File: config.mk
export PLATFORM = sky130hd
export DESIGN_NAME = lsue_queue
export DESIGN_NICKNAME = d
export VERILOG_FILES = /design/src/hw/rtl/lsue_pkg.sv /design/src/hw/rtl/lsue_queue.sv
export SDC_FILE = /design/constraint.sdc
export NUM_CORES = 1
export LEC_CHECK = 0
export ABC_AREA = 1
export BUFFER_PORTS_ARGS = -buffer_cell sky130_fd_sc_hd__buf_2
export CORE_MARGIN = 1
export CORE_UTILIZATION = 55
export CTS_CLUSTER_DIAMETER = 150
export DETAILED_ROUTE_END_ITERATION = 16
export PLACE_DENSITY_LB_ADDON = 0.08
export RECOVER_POWER = 50
export SKIP_CTS_REPAIR_TIMING = 1
export SYNTH_ARGS = -nofsm -noshare
export SYNTH_HDL_FRONTEND = slang
export SYNTH_SLANG_ARGS = --single-unit
File: constraint.sdc
create_clock -name clk -period 3.4 [get_ports clk]
set_input_delay 0.68 -clock clk [delete_from_list [all_inputs] [get_ports clk]]
set_output_delay 0.68 -clock clk [all_outputs]
set_load 0.03 [all_outputs]
File: src/hw/rtl/lsue_pkg.sv
`default_nettype none
// ----------------------------------------------------------------------------
// lsue_pkg: shared types and constants for the lane segment unwarp block
// Holds the fixed-point widths, pipeline depths, register indexes, status
// codes and the structs passed between the front end, queue and back end.
// ----------------------------------------------------------------------------
package lsue_pkg;

    // Frame height in rows; the bottom row is reported in Q12.4.
    localparam int FRAME_HEIGHT = 480;
    localparam logic [15:0] BOTTOM_ROW = 16'(FRAME_HEIGHT * 16);

    // Point mapping widths: 32x16 products, sums with one guard bit.
    localparam int PROD_W = 48;
    localparam int SUM_W  = 49;
    localparam int MAG_W  = 48;

    // Denominator constant term: 1.0 at scale 2^-32.
    localparam logic signed [SUM_W-1:0] DEN_ONE = {{(SUM_W-33){1'b0}}, 1'b1, 32'b0};

    // Point quotient divider: one fraction bit per stage.
    localparam int QDIV_STEPS = 16;
    localparam int QDIV_LAT   = QDIV_STEPS + 2;
    // Front end: product, sum and magnitude stages ahead of the dividers.
    localparam int FRONT_LAT  = 3 + QDIV_LAT;

    // Queue between front end and back end.
    localparam int QUEUE_DEPTH = 4;
    localparam int QPTR_W      = 2;

    // Line extension divider: 33-bit dividend, 16-bit divisor.
    localparam int LN_W        = 33;
    localparam int LD_W        = 16;
    localparam int LDIV_STEP   = 3;
    localparam int LDIV_STAGES = LN_W / LDIV_STEP;
    localparam int BACK_LAT    = 4 + LDIV_STAGES;

    // Bottom row as a signed 18-bit operand.
    localparam logic signed [17:0] BOTTOM_S = 18'(FRAME_HEIGHT * 16);

    // Configuration register indexes.
    localparam logic [7:0] CFG_COEF_XX = 8'd0;
    localparam logic [7:0] CFG_COEF_XY = 8'd1;
    localparam logic [7:0] CFG_COEF_XT = 8'd2;
    localparam logic [7:0] CFG_COEF_YX = 8'd3;
    localparam logic [7:0] CFG_COEF_YY = 8'd4;
    localparam logic [7:0] CFG_COEF_YT = 8'd5;
    localparam logic [7:0] CFG_PERSP_X = 8'd6;
    localparam logic [7:0] CFG_PERSP_Y = 8'd7;

    // Result status codes.
    typedef enum logic [1:0] {
        ST_OK       = 2'd0,
        ST_ZERO_DEN = 2'd1,
        ST_HORIZ    = 2'd2,
        ST_SAT      = 2'd3
    } status_t;

    // Homography coefficients.
    typedef struct packed {
        logic signed [31:0] xx;
        logic signed [31:0] xy;
        logic signed [31:0] xt;
        logic signed [31:0] yx;
        logic signed [31:0] yy;
        logic signed [31:0] yt;
        logic signed [31:0] px;
        logic signed [31:0] py;
    } coef_t;

    localparam coef_t COEF_RESET = '{
        xx: 32'sd65536, xy: 32'sd0, xt: 32'sd0,
        yx: 32'sd0, yy: 32'sd65536, yt: 32'sd0,
        px: 32'sd0, py: 32'sd0
    };

    // Mapped segment as queued between front end and back end.
    typedef struct packed {
        logic               zero;
        logic               sat;
        logic signed [15:0] x1;
        logic signed [15:0] y1;
        logic signed [15:0] x2;
        logic signed [15:0] y2;
    } seg_t;

    // Side information carried along the line divider.
    typedef struct packed {
        logic               zero;
        logic               sat;
        logic               horiz;
        logic               neg;
        logic signed [15:0] x1;
        logic signed [15:0] y1;
    } bside_t;

endpackage
`default_nettype wire

File: src/hw/rtl/lsue_queue.sv
`default_nettype none
// ----------------------------------------------------------------------------
// lsue_queue: short queue of mapped segments
// Decouples the front end from the back end so that each side can stall
// on its own.
// ----------------------------------------------------------------------------
module lsue_queue (
    input  wire logic           clk,
    input  wire logic           rst_n,
    input  wire logic           push,
    input  wire lsue_pkg::seg_t push_data,
    output logic                full,
    input  wire logic           pop,
    output logic                head_valid,
    output lsue_pkg::seg_t      head_data
);
    import lsue_pkg::*;

    seg_t              mem [0:QUEUE_DEPTH-1];
    logic [QPTR_W-1:0] wr_ptr_reg, rd_ptr_reg;
    logic [QPTR_W:0]   count_reg;

    assign full       = (count_reg == (QPTR_W+1)'(QUEUE_DEPTH));
    assign head_valid = (count_reg != '0);
    assign head_data  = mem[rd_ptr_reg];

    // Pointers and fill level.
    always_ff @(posedge clk or negedge rst_n)
    begin
        if (!rst_n)
        begin
            wr_ptr_reg <= '0;
            rd_ptr_reg <= '0;
            count_reg  <= '0;
        end
        else
        begin
            if (push)
            begin
                wr_ptr_reg <= wr_ptr_reg + 1'b1;
            end
            if (pop)
            begin
                rd_ptr_reg <= rd_ptr_reg + 1'b1;
            end
            if (push && !pop)
            begin
                count_reg <= count_reg + 1'b1;
            end
            else if (pop && !push)
            begin
                count_reg <= count_reg - 1'b1;
            end
        end
    end

    // Entry storage.
    always_ff @(posedge clk)
    begin
        if (push)
        begin
            mem[wr_ptr_reg] <= push_data;
        end
    end

endmodule
`default_nettype wire

### Word level (Yosys, flattened, before mapping)

Memories as Yosys holds them, arrays and structs flattened.
Cells that the tools add are included.

* multiplexer cells: 4
* eq/ne operators: 1
* reduce and logical (&&, ||, !) cells: 6
* add/subtract/negate cells: 4

Operator list (number)
* 3-bit two-way mux: 2
* 2-bit by 1-bit adder with 2-bit output (second input constant): 2
* 3-bit by 1-bit adder with 3-bit output (second input constant): 1
* 3-bit equality test (second input constant): 1
* 3-bit nonzero test: 1
* 3-bit by 1-bit subtractor with 3-bit output (second input constant): 1
* 1-bit logical AND: 2
* 1-bit zero test: 2
* 1-bit two-way mux: 2
* 2-bit nonzero test: 1

* flip-flop bits (word level): 7
* word-level logic and storage cells: 19
* memory bits (writable): 264
* memories: 1

Memory list
* mem: words 4, bits a word 66, read ports 1, clocked after memory_dff 0, write ports 1, line lsue_queue.sv:19 `seg_t mem [0:QUEUE_DEPTH-1];`

### Longest topological paths before layout

* depth in word-level cells: 4
* gate-level depth with buffers: 9
* depth with buffers taken out: 9

### Least setup slack after synthesis

No wires, ideal clock.

* path type: input to register
* start point: input push
* end point: memory mem[0][0] (netlist name) (enable)
* buffers on the path: 1
* library setup time: 0.420 ns
* arrival: 2.258 ns
* stages on the path: 3
* slack: 0.722 ns
* cell sequence: clkbuf_1 > nand2_1 > inv_1

* longest elaborated chain between the ends: 2

Ends and longest elaborated chain
* from (decl): line lsue_queue.sv:10 `input wire logic push,`
* 1-bit two-way mux: line lsue_queue.sv:60 `if (push)`
* 1-bit two-way mux (not written as such): line lsue_queue.sv:62 `mem[wr_ptr_reg] <= push_data;`
* to (decl): line lsue_queue.sv:19

No other way between the ends.

==> summary.md <==
| Metric | Value |
|---|---|
| Most frequent cells in the layout | `264 x edfxtp_1, 212 x nand2_1, 139 x inv_1` |
| Reg clk slew, reported paths | `0.06 ns` |
| Slew margin rel. | `33.9%` |
| Slowest cell on the critical path | `dfrtp_4` |
| H-tree depth | `1` |
| Global route overflow | `0` |
| Drt pass-1 iters | `4` |
| Syn. warnings | `0` |
| Arrival time of the worst setup path | `2.29 ns` |
| Total CTS buffers | `28` |
| Sink Count | `271` |
| Status | `finished, final reports clean` |
| Routed WL | `21,000 um` |
| Initial antenna violation count | `1` |
| Drt via density | `5.17` |
| Syn Std Cell Area | `11,100 um^2` |
| Crit-path cells | `buf_4 > o211ai_1 > nand2_1 > buf_2` |
| Total Power | `0.0122 W` |
| Final Hold Vio Count | `0` |
| Largest delay share family, worst path | `flip-flops` |
| Port Buffers | `137` |
| Max cap viols | `0` |
| Final GP Congestion | `0.747` |
| Crit path largest cell delay | `0.85 ns` |
| Share of layout cells above drive strength 1 | `16.8%` |
| Vias in the first global route | `6,483` |
| Worst slew pin tran | `0.991 ns` |
| Die H | `144 um` |
| Sequential share of the synthesized area | `72.8%` |
| Hold WS | `0.379 ns` |
| Post-route ant nets | `0` |
| Max Freq | `0.337 GHz` |
| Clk_skew | `0.0100 ns` |
| LEAKAGE | `5.00 nW` |
| Final period util | `87.2%` |
| Endpoint class of the critical path | `output port` |
| Die W | `144 um` |
| Core area | `19,700 um^2` |
| Largest net degree at the start of global routing | `70` |
| Diode count | `0` |
| Peak VDD IR | `0.000644 V` |
| Initial DRC Count | `323` |
| Max-slew violation count | `0` |
| RSZ-0062 raised after global routing | `false` |
| DR DRC count | `0` |
| Library cells used by synthesis | `20` |
| WP buf/inv | `2` |
| CP Max Fanout | `56` |
| Crit Path Class | `reg -> out` |
| Root buffer cell | `clkbuf_16` |
| Global-route wire length before repair | `32,500 um` |
| Worst setup SP type | `flop` |
| Critical path data required time | `2.72 ns` |
| Syn Area/Cell | `13.6 um^2` |
| Syn Nets | `895` |
| CTS tree | `built` |
| Row Count | `51` |
| Full die area | `20,800 um^2` |
| R2R Setup Slk | `0.99 ns` |
| Fin util | `64.7%` |
| Cells after Synth | `819` |
| Fill cells | `1,507` |
| Tot GR Track Use | `20.6%` |
| Clock latency on the worst-skew pair | `0.53 ns` |
| Pwr/cell area | `956 nW/um^2` |
| Max reg flops | `264` |
| Most common cell after layout, fill and taps aside | `edfxtp_1` |
| Vias | `6,430` |
| Layout overhead on the synthesized area | `14.2%` |
| I/O Pins | `138` |
| Initial core utilization | `56.7%` |
| Final min period | `2.97 ns` |
| Final count of negative-setup-slack endpoints | `0` |
| Dpl hpwl | `12,600 um` |
| Avg WL per Cell | `16.9 um` |
| Nets | `1,033` |
| Clock Path Buffers | `3` |
| Min-Delay Path Class | `in -> reg` |
| Synthesized flop and latch total | `271` |
| Post-route setup TNS | `0 ns` |
cells in the mapped netlist:
library cell	n	area, um^2
buf_2	6	30.0
buf_4	6	45.0
buf_6	28	315
clkbuf_1	5	18.8
dfrtp_1	7	175
edfxtp_1	264	7930
fa_1	1	20.0
ha_1	5	62.6
inv_1	143	537
inv_2	1	3.75
nand2_1	212	796
nand3_1	1	5.00
nand4_1	1	6.26
nor2_1	1	3.75
nor3_1	1	5.00
o211ai_1	101	758
o211ai_2	31	388
o21ai_1	1	5.00
xnor2_1	1	8.76
xor2_1	3	26.3
worst paths after layout:
path / from / endpoint / cells after the start
hold reg to reg: count_reg[2]$_DFFE_PN0P_ / count_reg[2]$_DFFE_PN0P_ / 2
min in group asynchronous: rst_n / rd_ptr_reg[0]$_DFFE_PN0P_ / 2
setup / recovery: rd_ptr_reg[0]$_DFFE_PN0P_ / head_data[4] / 4
hold / removal: pop / rd_ptr_reg[0]$_DFFE_PN0P_ / 2
max in group asynchronous: rst_n / rd_ptr_reg[1]$_DFFE_PN0P_ / 2
setup reg to reg: wr_ptr_reg[0]$_DFFE_PN0P_ / mem[0][11]$_DFFE_PP_ / 5
cells by family after synthesis:
kind of cell	after synthesis	share of synthesized area, %
adder cells (fa/ha/maj)	6	0.741
AND/OR/NAND/NOR	216	7.32
XOR/XNOR	4	0.315
buffers and inverters	189	8.53
AO/OA/AOI/OAI	133	10.3
flip-flops	271	72.8
cell type report:
type	count	area, um^2	share of cell area (%)
flip-flops and latches	271	8110	63.8
inverters	144	546	4.29
multi-input cells	359	2080	16.4
clock buffers	34	744	5.85
repair buffers	153	786	6.18
well taps	265	332	2.61
clock inverters	17	119	0.934
metal layers:
| layer | global-route usage (%) | up-vias | share of wire (%) |
|---|---|---|---|
| met5 | 0 | - | 0.057 |
| met4 | 5.71 | 2 | 1.6 |
| met3 | 4.64 | 30 | 5.4 |
| met2 | 36.6 | 133 | 51 |
| met1 | 25.2 | 3148 | 42 |
| li1 | - | 3117 | - |
through the flow:
step	instances	setup WS (ns)	cell area, um^2
detailed placement	1191	0.947	11900
global route	1243	0.273	12700
global placement	1191	0.987	11900
floorplan	819	0.722	11100
finish	1243	0.434	12700
CTS	1242	0.381	12800
power by group:
part           leakage, nW  switching, W  internal [W]
clock                0.416       0.00119       0.00163
combinational         2.08       0.00337       0.00131
sequential            2.51      0.000275       0.00438
total                 5.00       0.00484       0.00732
Note: power is estimated with default switching activity, not from simulation.
