<file path="src/hw/rtl/lsue_pkg.sv">
`default_nettype none
// ----------------------------------------------------------------------------
// lsue_pkg: shared types and constants for the lane segment unwarp block
// Holds the fixed-point widths, pipeline depths, register indexes, status
// codes and the structs passed between the front end, queue and back end.
// ----------------------------------------------------------------------------
package lsue_pkg;

    // Frame height in rows; the bottom row is reported in Q12.4.
    localparam int FRAME_HEIGHT = 480;
    localparam logic [15:0] BOTTOM_ROW = 16'(FRAME_HEIGHT * 16);

    // Point mapping widths: 32x16 products, sums with one guard bit.
    localparam int PROD_W = 48;
    localparam int SUM_W  = 49;
    localparam int MAG_W  = 48;

    // Denominator constant term: 1.0 at scale 2^-32.
    localparam logic signed [SUM_W-1:0] DEN_ONE = {{(SUM_W-33){1'b0}}, 1'b1, 32'b0};

    // Point quotient divider: one fraction bit per stage.
    localparam int QDIV_STEPS = 16;
    localparam int QDIV_LAT   = QDIV_STEPS + 2;
    // Front end: product, sum and magnitude stages ahead of the dividers.
    localparam int FRONT_LAT  = 3 + QDIV_LAT;

    // Queue between front end and back end.
    localparam int QUEUE_DEPTH = 4;
    localparam int QPTR_W      = 2;

    // Line extension divider: 33-bit dividend, 16-bit divisor.
    localparam int LN_W        = 33;
    localparam int LD_W        = 16;
    localparam int LDIV_STEP   = 3;
    localparam int LDIV_STAGES = LN_W / LDIV_STEP;
    localparam int BACK_LAT    = 4 + LDIV_STAGES;

    // Bottom row as a signed 18-bit operand.
    localparam logic signed [17:0] BOTTOM_S = 18'(FRAME_HEIGHT * 16);

    // Configuration register indexes.
    localparam logic [7:0] CFG_COEF_XX = 8'd0;
    localparam logic [7:0] CFG_COEF_XY = 8'd1;
    localparam logic [7:0] CFG_COEF_XT = 8'd2;
    localparam logic [7:0] CFG_COEF_YX = 8'd3;
    localparam logic [7:0] CFG_COEF_YY = 8'd4;
    localparam logic [7:0] CFG_COEF_YT = 8'd5;
    localparam logic [7:0] CFG_PERSP_X = 8'd6;
    localparam logic [7:0] CFG_PERSP_Y = 8'd7;

    // Result status codes.
    typedef enum logic [1:0] {
        ST_OK       = 2'd0,
        ST_ZERO_DEN = 2'd1,
        ST_HORIZ    = 2'd2,
        ST_SAT      = 2'd3
    } status_t;

    // Homography coefficients.
    typedef struct packed {
        logic signed [31:0] xx;
        logic signed [31:0] xy;
        logic signed [31:0] xt;
        logic signed [31:0] yx;
        logic signed [31:0] yy;
        logic signed [31:0] yt;
        logic signed [31:0] px;
        logic signed [31:0] py;
    } coef_t;

    localparam coef_t COEF_RESET = '{
        xx: 32'sd65536, xy: 32'sd0, xt: 32'sd0,
        yx: 32'sd0, yy: 32'sd65536, yt: 32'sd0,
        px: 32'sd0, py: 32'sd0
    };

    // Mapped segment as queued between front end and back end.
    typedef struct packed {
        logic               zero;
        logic               sat;
        logic signed [15:0] x1;
        logic signed [15:0] y1;
        logic signed [15:0] x2;
        logic signed [15:0] y2;
    } seg_t;

    // Side information carried along the line divider.
    typedef struct packed {
        logic               zero;
        logic               sat;
        logic               horiz;
        logic               neg;
        logic signed [15:0] x1;
        logic signed [15:0] y1;
    } bside_t;

endpackage
`default_nettype wire

</file>
<file path="src/hw/rtl/lsue_back.sv">
`default_nettype none
// ----------------------------------------------------------------------------
// lsue_back: line extension to the bottom row and result output
// Computes (H - y1) * (x2 - x1) / (y2 - y1) + x1 with a pipelined long
// division, resolves status and holds the result in the output register.
// ----------------------------------------------------------------------------
module lsue_back (
    input  wire logic           clk,
    input  wire logic           rst_n,
    input  wire logic           head_valid,
    input  wire lsue_pkg::seg_t head_data,
    output logic                pop,
    output logic                out_valid,
    input  wire logic           out_stall,
    output logic signed [15:0]  near_x,
    output logic signed [15:0]  near_y,
    output logic signed [15:0]  bottom_x,
    output logic [1:0]          status
);
    import lsue_pkg::*;

    logic                back_adv;
    logic [BACK_LAT-1:0] vld_reg;

    // First stage: differences.
    logic signed [16:0] dx_reg, dy_reg;
    logic signed [17:0] hy_reg;
    logic signed [15:0] x1_b0_reg, y1_b0_reg;
    logic               zero_b0_reg, sat_b0_reg;

    // Second stage: product and divisor magnitude.
    logic signed [34:0] prod_reg;
    logic [LD_W-1:0]    dmag_b1_reg;
    logic               dneg_b1_reg, horiz_b1_reg;
    logic signed [15:0] x1_b1_reg, y1_b1_reg;
    logic               zero_b1_reg, sat_b1_reg;
    logic signed [16:0] dy_abs;
    logic signed [34:0] prod_abs;

    // Divider stages.
    logic [LD_W-1:0] r_reg  [0:LDIV_STAGES-1];
    logic [LD_W-1:0] r_next [1:LDIV_STAGES];
    logic [LN_W-1:0] w_reg  [0:LDIV_STAGES];
    logic [LN_W-1:0] w_next [1:LDIV_STAGES];
    logic [LD_W-1:0] d_reg  [0:LDIV_STAGES-1];
    bside_t          sb_reg [0:LDIV_STAGES];

    // Output register.
    logic signed [15:0] near_x_reg, near_y_reg, bottom_x_reg;
    status_t            status_reg;
    logic signed [15:0] near_x_next, near_y_next, bottom_x_next;
    status_t            status_next;

    // The back end moves whenever the output register is free or taken.
    assign back_adv  = !vld_reg[BACK_LAT-1] || !out_stall;
    assign pop       = head_valid && back_adv;
    assign out_valid = vld_reg[BACK_LAT-1];

    always_ff @(posedge clk or negedge rst_n)
    begin
        if (!rst_n)
        begin
            vld_reg <= '0;
        end
        else if (back_adv)
        begin
            vld_reg <= {vld_reg[BACK_LAT-2:0], pop};
        end
    end

    assign dy_abs   = dy_reg[16] ? -dy_reg : dy_reg;
    assign prod_abs = prod_reg[34] ? -prod_reg : prod_reg;

    // Long division, three quotient bits per stage.
    always_comb
    begin
        logic [LD_W:0]   rr;
        logic [LD_W-1:0] r;
        logic [LN_W-1:0] w;
        for (int j = 1; j <= LDIV_STAGES; j++)
        begin
            r = (j == LDIV_STAGES) ? '0 : '0;
            r = r_reg[j-1];
            w = w_reg[j-1];
            for (int s = 0; s < LDIV_STEP; s++)
            begin
                rr = {r, w[LN_W-1]};
                w  = {w[LN_W-2:0], 1'b0};
                if (rr >= {1'b0, d_reg[j-1]})
                begin
                    rr   = rr - {1'b0, d_reg[j-1]};
                    w[0] = 1'b1;
                end
                r = rr[LD_W-1:0];
            end
            r_next[j] = r;
            w_next[j] = w;
        end
    end

    // Result selection and status priority.
    always_comb
    begin
        bside_t             sb;
        logic signed [34:0] t;
        logic signed [35:0] sum;
        logic               bsat;
        sb  = sb_reg[LDIV_STAGES];
        t   = sb.neg ? (35'sd0 - $signed({2'b00, w_reg[LDIV_STAGES]}))
                     : $signed({2'b00, w_reg[LDIV_STAGES]});
        sum = 36'(t) + 36'(sb.x1);
        if (sum > 36'sd32767)
        begin
            bottom_x_next = 16'sh7FFF;
            bsat          = 1'b1;
        end
        else if (sum < -36'sd32768)
        begin
            bottom_x_next = 16'sh8000;
            bsat          = 1'b1;
        end
        else
        begin
            bottom_x_next = sum[15:0];
            bsat          = 1'b0;
        end
        near_x_next = sb.x1;
        near_y_next = sb.y1;
        if (sb.zero)
        begin
            near_x_next   = '0;
            near_y_next   = '0;
            bottom_x_next = '0;
            status_next   = ST_ZERO_DEN;
        end
        else if (sb.horiz)
        begin
            bottom_x_next = '0;
            status_next   = ST_HORIZ;
        end
        else if (sb.sat || bsat)
        begin
            status_next = ST_SAT;
        end
        else
        begin
            status_next = ST_OK;
        end
    end

    // Datapath registers.
    always_ff @(posedge clk)
    begin
        if (back_adv)
        begin
            dx_reg      <= 17'(head_data.x2) - 17'(head_data.x1);
            dy_reg      <= 17'(head_data.y2) - 17'(head_data.y1);
            hy_reg      <= BOTTOM_S - 18'(head_data.y1);
            x1_b0_reg   <= head_data.x1;
            y1_b0_reg   <= head_data.y1;
            zero_b0_reg <= head_data.zero;
            sat_b0_reg  <= head_data.sat;

            prod_reg     <= hy_reg * dx_reg;
            dmag_b1_reg  <= dy_abs[LD_W-1:0];
            dneg_b1_reg  <= dy_reg[16];
            horiz_b1_reg <= (dy_reg == '0);
            x1_b1_reg    <= x1_b0_reg;
            y1_b1_reg    <= y1_b0_reg;
            zero_b1_reg  <= zero_b0_reg;
            sat_b1_reg   <= sat_b0_reg;

            r_reg[0]        <= '0;
            w_reg[0]        <= prod_abs[LN_W-1:0];
            d_reg[0]        <= dmag_b1_reg;
            sb_reg[0].zero  <= zero_b1_reg;
            sb_reg[0].sat   <= sat_b1_reg;
            sb_reg[0].horiz <= horiz_b1_reg;
            sb_reg[0].neg   <= prod_reg[34] ^ dneg_b1_reg;
            sb_reg[0].x1    <= x1_b1_reg;
            sb_reg[0].y1    <= y1_b1_reg;

            for (int j = 1; j < LDIV_STAGES; j++)
            begin
                r_reg[j] <= r_next[j];
                d_reg[j] <= d_reg[j-1];
            end
            for (int j = 1; j <= LDIV_STAGES; j++)
            begin
                w_reg[j]  <= w_next[j];
                sb_reg[j] <= sb_reg[j-1];
            end

            near_x_reg   <= near_x_next;
            near_y_reg   <= near_y_next;
            bottom_x_reg <= bottom_x_next;
            status_reg   <= status_next;
        end
    end

    assign near_x   = near_x_reg;
    assign near_y   = near_y_reg;
    assign bottom_x = bottom_x_reg;
    assign status   = status_reg;

endmodule
`default_nettype wire

</file>
<file path="config.mk">
export PLATFORM = sky130hd
export DESIGN_NAME = lsue_back
export DESIGN_NICKNAME = d
export VERILOG_FILES = /design/src/hw/rtl/lsue_pkg.sv /design/src/hw/rtl/lsue_back.sv
export SDC_FILE = /design/constraint.sdc
export NUM_CORES = 2
export LEC_CHECK = 0
export ABC_AREA = 0
export BUFFER_PORTS_ARGS = -buffer_cell sky130_fd_sc_hd__buf_2
export CELL_PAD_IN_SITES_DETAIL_PLACEMENT = 1
export CELL_PAD_IN_SITES_GLOBAL_PLACEMENT = 2
export CORE_ASPECT_RATIO = 1.1
export CORE_MARGIN = 10
export CORE_UTILIZATION = 40
export CTS_CLUSTER_SIZE = 10
export DETAILED_ROUTE_END_ITERATION = 8
export PLACE_DENSITY = 0.73
export SLEW_MARGIN = 20
export SYNTH_ARGS = -nofsm -noshare
export SYNTH_HDL_FRONTEND = slang
export SYNTH_SLANG_ARGS = --single-unit
</file>
<file path="constraint.sdc">
create_clock -name clk -period 44.9 [get_ports clk]
set_input_delay 4.49 -clock clk [delete_from_list [all_inputs] [get_ports clk]]
set_output_delay 4.49 -clock clk [all_outputs]
set_load 0.02 [all_outputs]
</file>
Word-level counts from Yosys, hierarchy flattened --
Memories as Yosys holds them, arrays and structs flattened. Cells that the tools add are included. W data, S select, Z words.
Word-level totals: bits in registers 236, memory bits (writable) 1180, bits of input ports 70, output and inout port bits 52, logic and storage cells 185, memories 4
Memories:
- sb_reg | words 12, width 36, read ports 12, clocked after Yosys merged registers in 0, write ports 12, RTL line lsue_back.sv:46 | bside_t sb_reg [0:LDIV_STAGES];
- w_reg | words 12, width 33, read ports 12, clocked after Yosys merged registers in 0, write ports 12, RTL line lsue_back.sv:43 | logic [LN_W-1:0] w_reg [0:LDIV_STAGES];
- d_reg | words 11, width 16, read ports 11, clocked after Yosys merged registers in 0, write ports 11, RTL line lsue_back.sv:45 | logic [LD_W-1:0] d_reg [0:LDIV_STAGES-1];
- r_reg | words 11, width 16, read ports 11, clocked after Yosys merged registers in 0, write ports 11, RTL line lsue_back.sv:41 | logic [LD_W-1:0] r_reg [0:LDIV_STAGES-1];
Operators by class: $add $sub $neg 39, $mul 1, $lt $le $gt $ge 35, muxes and demuxes 76, bitwise operators 1, reductions and logical operators 8
Operator list (number):
- $ge A17 B16 Y1 | 33
- $mux W16 | 34
- $sub A16 B16 Y16 | 32
- $mux W1 | 37
- $add A35 B16 Y36 | 1
- $gt A36 B16 Y1 const B | 1
- $lt A36 B16 Y1 const B | 1
- $mux W35 | 1
- $mul A17 B17 Y34 | 1
- $sub A1 B33 Y34 const A | 1
- $sub A16 B16 Y17 | 2
- $mux W33 | 1
- $neg A33 Y33 | 1
- $logic_not A17 Y1 | 1
- $sub A14 B16 Y17 const A | 1
- $neg A16 Y16 | 1
- $mux W15 | 1
- $mux W2 | 2
- $reduce_or A3 Y1 | 1
- $logic_not A1 Y1 | 2
- $logic_or A1 B1 Y1 | 2
- $reduce_or A2 Y1 | 1
- $logic_and A1 B1 Y1 | 1
- $xor A1 B1 Y1 | 1

Depth between registers and ports, before layout --
An unclocked memory read counts as a cell.
word-level depth 10, gate-level depth with buffers 42, mapped depth without buffers 37

Worst setup path before layout --
Ideal clock, no wire load.
kind input to register, start point input port out_stall, end point register vld_reg[10], arrival time 46797 ps, required time 44694 ps, slack -2104 ps, stages on the path 3, path buffers 1, cell sequence nand2_1 clkbuf_1 mux2_2
Between the ends: cells in the longest elaborated chain, start to end 2
Ends and longest elaborated chain:
- start, declared | RTL line lsue_back.sv:14 | input wire logic out_stall,
- $logic_not A1 Y1 | RTL line lsue_back.sv:55 | assign back_adv = !vld_reg[BACK_LAT-1] || !out_stall;
- $logic_or A1 B1 Y1 | RTL line lsue_back.sv:55
- end signal, assigned | RTL line lsue_back.sv:67 | vld_reg <= {vld_reg[BACK_LAT-2:0], pop};
- end, declared | RTL line lsue_back.sv:23 | logic [BACK_LAT-1:0] vld_reg;
No other way between the ends. A chain may end at the register's enable or synchronous reset.

==> impl_results.md <==
* Fill cells at 23.15k
* Min-delay worst type: register to register
* Peak Freq at 0.09574 GHz
* Largest register FFs at 432
* Slowest CP cell: or3_1
* Period utilization at 23.26%
* RSZ-0062 raised after global routing: false
* FF-to-FF End: r_reg[3][1]
* Post-synthesis register bit count at 1399
* CP arrival at 11070 ps
* Worst setup SP type: register
* Slew HR at 23.54%
* Core Footprint at 218700 sq um
* Worst Setup Path Type: register to register
* Chip Height at 511.8 um
* Hold Vio Cnt, Final at 0
* Share of the synthesized area in the top cell type at 47.26%
* Antenna violations before repair at 8
* Hold Path Stages at 0
* Initial Util at 40.22%
* Worst skew pair latency at 840 ps
* FF-to-FF Start: d_reg[2][1]
* Syn_area_per_cell at 11.60 sq um
* Synthesized cell area at 87950 sq um
* WP buf/inv at 6
* DP HPWL at 177400 um
* Layout cells sized above 1 at 8.718%
* Levels on crit path at 38
* DRT iter0 DRCs at 2762
* Most frequent cells in the layout: edfxtp_1 (1384), inv_1 (807), ha_1 (669)
* Worst path max stage delay at 720 ps
* Maxcap violations at 0
* Port bufs at 121
* Crit path time final at 10450 ps
* Routed wire per std cell at 21.07 um
* Worst-margin pin slew at 1147 ps
* Post-synth EDFFs at 1384
* Max-slew violations at 0
* PostCTS Resize Cnt at 0
* Setup TNS at 0 ps
* Drt first pass iters at 7
* Setup violators final at 0
* Tot GR Track Use at 18.70%
* Num rows at 180
* Top delay family on crit path: compound AO/OA/AOI/OAI gates
* Hold Path Origin: sb_reg[1][20]
* Post-CTS setup buffers at 0
* Netlist cell types at 97
* Clk_skew at 76.07 ps
* Final wirelength at 227000 um
* Top_reg_cell synth: edfxtp_1
* Vias in the first global route at 61.98k
* Clock buffer count from CTS at 170
* Post-synth top area cell: edfxtp_1
* Synthesis Warnings at 0
* Synth async-reset ratio at 1.072%
* Internal reg-to-reg setup slack at 34450 ps
* Htree depth at 4
* Most common cell after layout, fill and taps aside: edfxtp_1
* Die width at 467.1 um
* Outcome: completed
* Cells on worst reg2reg path at 38
* CTS tree: built
* Post-cts hold buffer count at 0
* Synth Instances at 7583
* CTS clk-pin slew, worst paths at 50 ps
* WHS Endpoint: sb_reg[1][56]
* Routed Antenna Nets at 0
* Clock sink count at 1399
* Routed vias at 57.48k
* Sequential-to-total area share from yosys stat at 47.68%
* Die area at 239000 sq um
* Final nets at 8860
* Total gr overflow at 0
* CP Capture Type: register
* Layout area overhead at 10.49%
* GPL Wtd Cong at 0.8652
* Clock tree buffer depth at 3
* Syn_nets at 8652
* Ports at 122
* Largest net degree at the start of global routing at 164
* Via density at 5.336
* WP data required at 45530 ps
* First-pass GRT wire length at 356400 um
* CTS root buffer: clkbuf_16
* Largest cells by area after synthesis: edfxtp_1 (47%), ha_1 (9.5%), fa_1 (7.5%)
* DRC at 0
* Crit path max fanout at 41
## area by class of cell
class	count	area, sq um	share of cell area (%)
diodes	4	10.01	0.01030
multi-input cells	5223	42390	43.63
well taps	2912	3643	3.750
repair buffers	179	1085	1.116
flip-flops and latches	1399	41940	43.16
inverters	818	3083	3.173
clock inverters	48	641.9	0.6606
clock buffers	190	4380	4.508
## cell families (layout without fill, tap and decap cells)
family                     count (synthesis)  in the layout  synth area share [%]
and+or+nand+nor                         1859           1859                 10.36
adders and majority gates                999            999                 17.03
muxes                                    352            352                 4.506
xor gates and xnor gates                 513            513                 5.109
AOI/OAI and AO/OA                       1500           1500                 11.14
buffers and inverters                    961           1235                 4.174
other                                      0              4                     0
DFF                                     1399           1399                 47.68
## metal layers
layer  global-route usage, %  vias to the layer above  wire (um)
met5                       0                        -         29
met4                   4.841                        4       5759
met3                   2.365                      308       5725
met2                   33.79                      612     116000
met1                   23.42                    28831      99440
li1                        -                    27726          -
## synthesized netlist by cell type, types with 54 or more instances
library cell	instances
inv_1	807
nand4_1	91
nor2_1	403
nand3_1	102
mux2i_1	67
ha_1	669
o21bai_1	54
clkbuf_1	119
xnor2_1	380
a21oi_1	407
xor2_1	133
edfxtp_1	1384
nand2_1	514
fa_1	330
nand2b_1	77
nor3_1	169
o21ai_0	291
mux2_2	190
nor4_1	59
and2_1	147
o31ai_1	57
a21o_1	173
mux2_1	73
nor2b_1	122
## worst reg2reg max path, delay by kind of cell, from the launching register on
| family | cells | cell delay (ps) |
|---|---|---|
| multiplexers | 2 | 830 |
| AO/OA/AOI/OAI | 21 | 5170 |
| AND/OR/NAND/NOR | 6 | 1580 |
| flip-flops | 1 | 430 |
| adder cells (fa/ha/maj) | 3 | 830 |
| buffers and inverters | 6 | 1420 |
## per-stage QoR
step	setup slack (ps)	std cells	instance area, sq um	utilization (%)	hold WS, ps
2_1_floorplan	20500	7583	87950	-	400.3
3_3_place_gp	34470	10529	92090	42.11	400.3
3_5_place_dp	34380	10529	92090	42.11	405.2
4_1_cts	34330	10767	97110	44.41	374.9
5_1_grt	33410	10770	97160	44.43	377.7
6_report	34450	10773	97170	44.43	379.8
## how the worst max path moves through the flow
stage / to / from
after floorplan: vld_reg[10] / out_stall
after global placement: r_reg[3][1] / d_reg[2][1]
after detailed placement: r_reg[3][1] / d_reg[2][1]
after CTS: r_reg[3][1] / d_reg[2][1]
after global routing: r_reg[3][1] / d_reg[2][1]
final: r_reg[3][1] / d_reg[2][1]
Power is not shown: default switching activity piles up to over one toggle a cycle in this logic, so the estimate is an artifact.
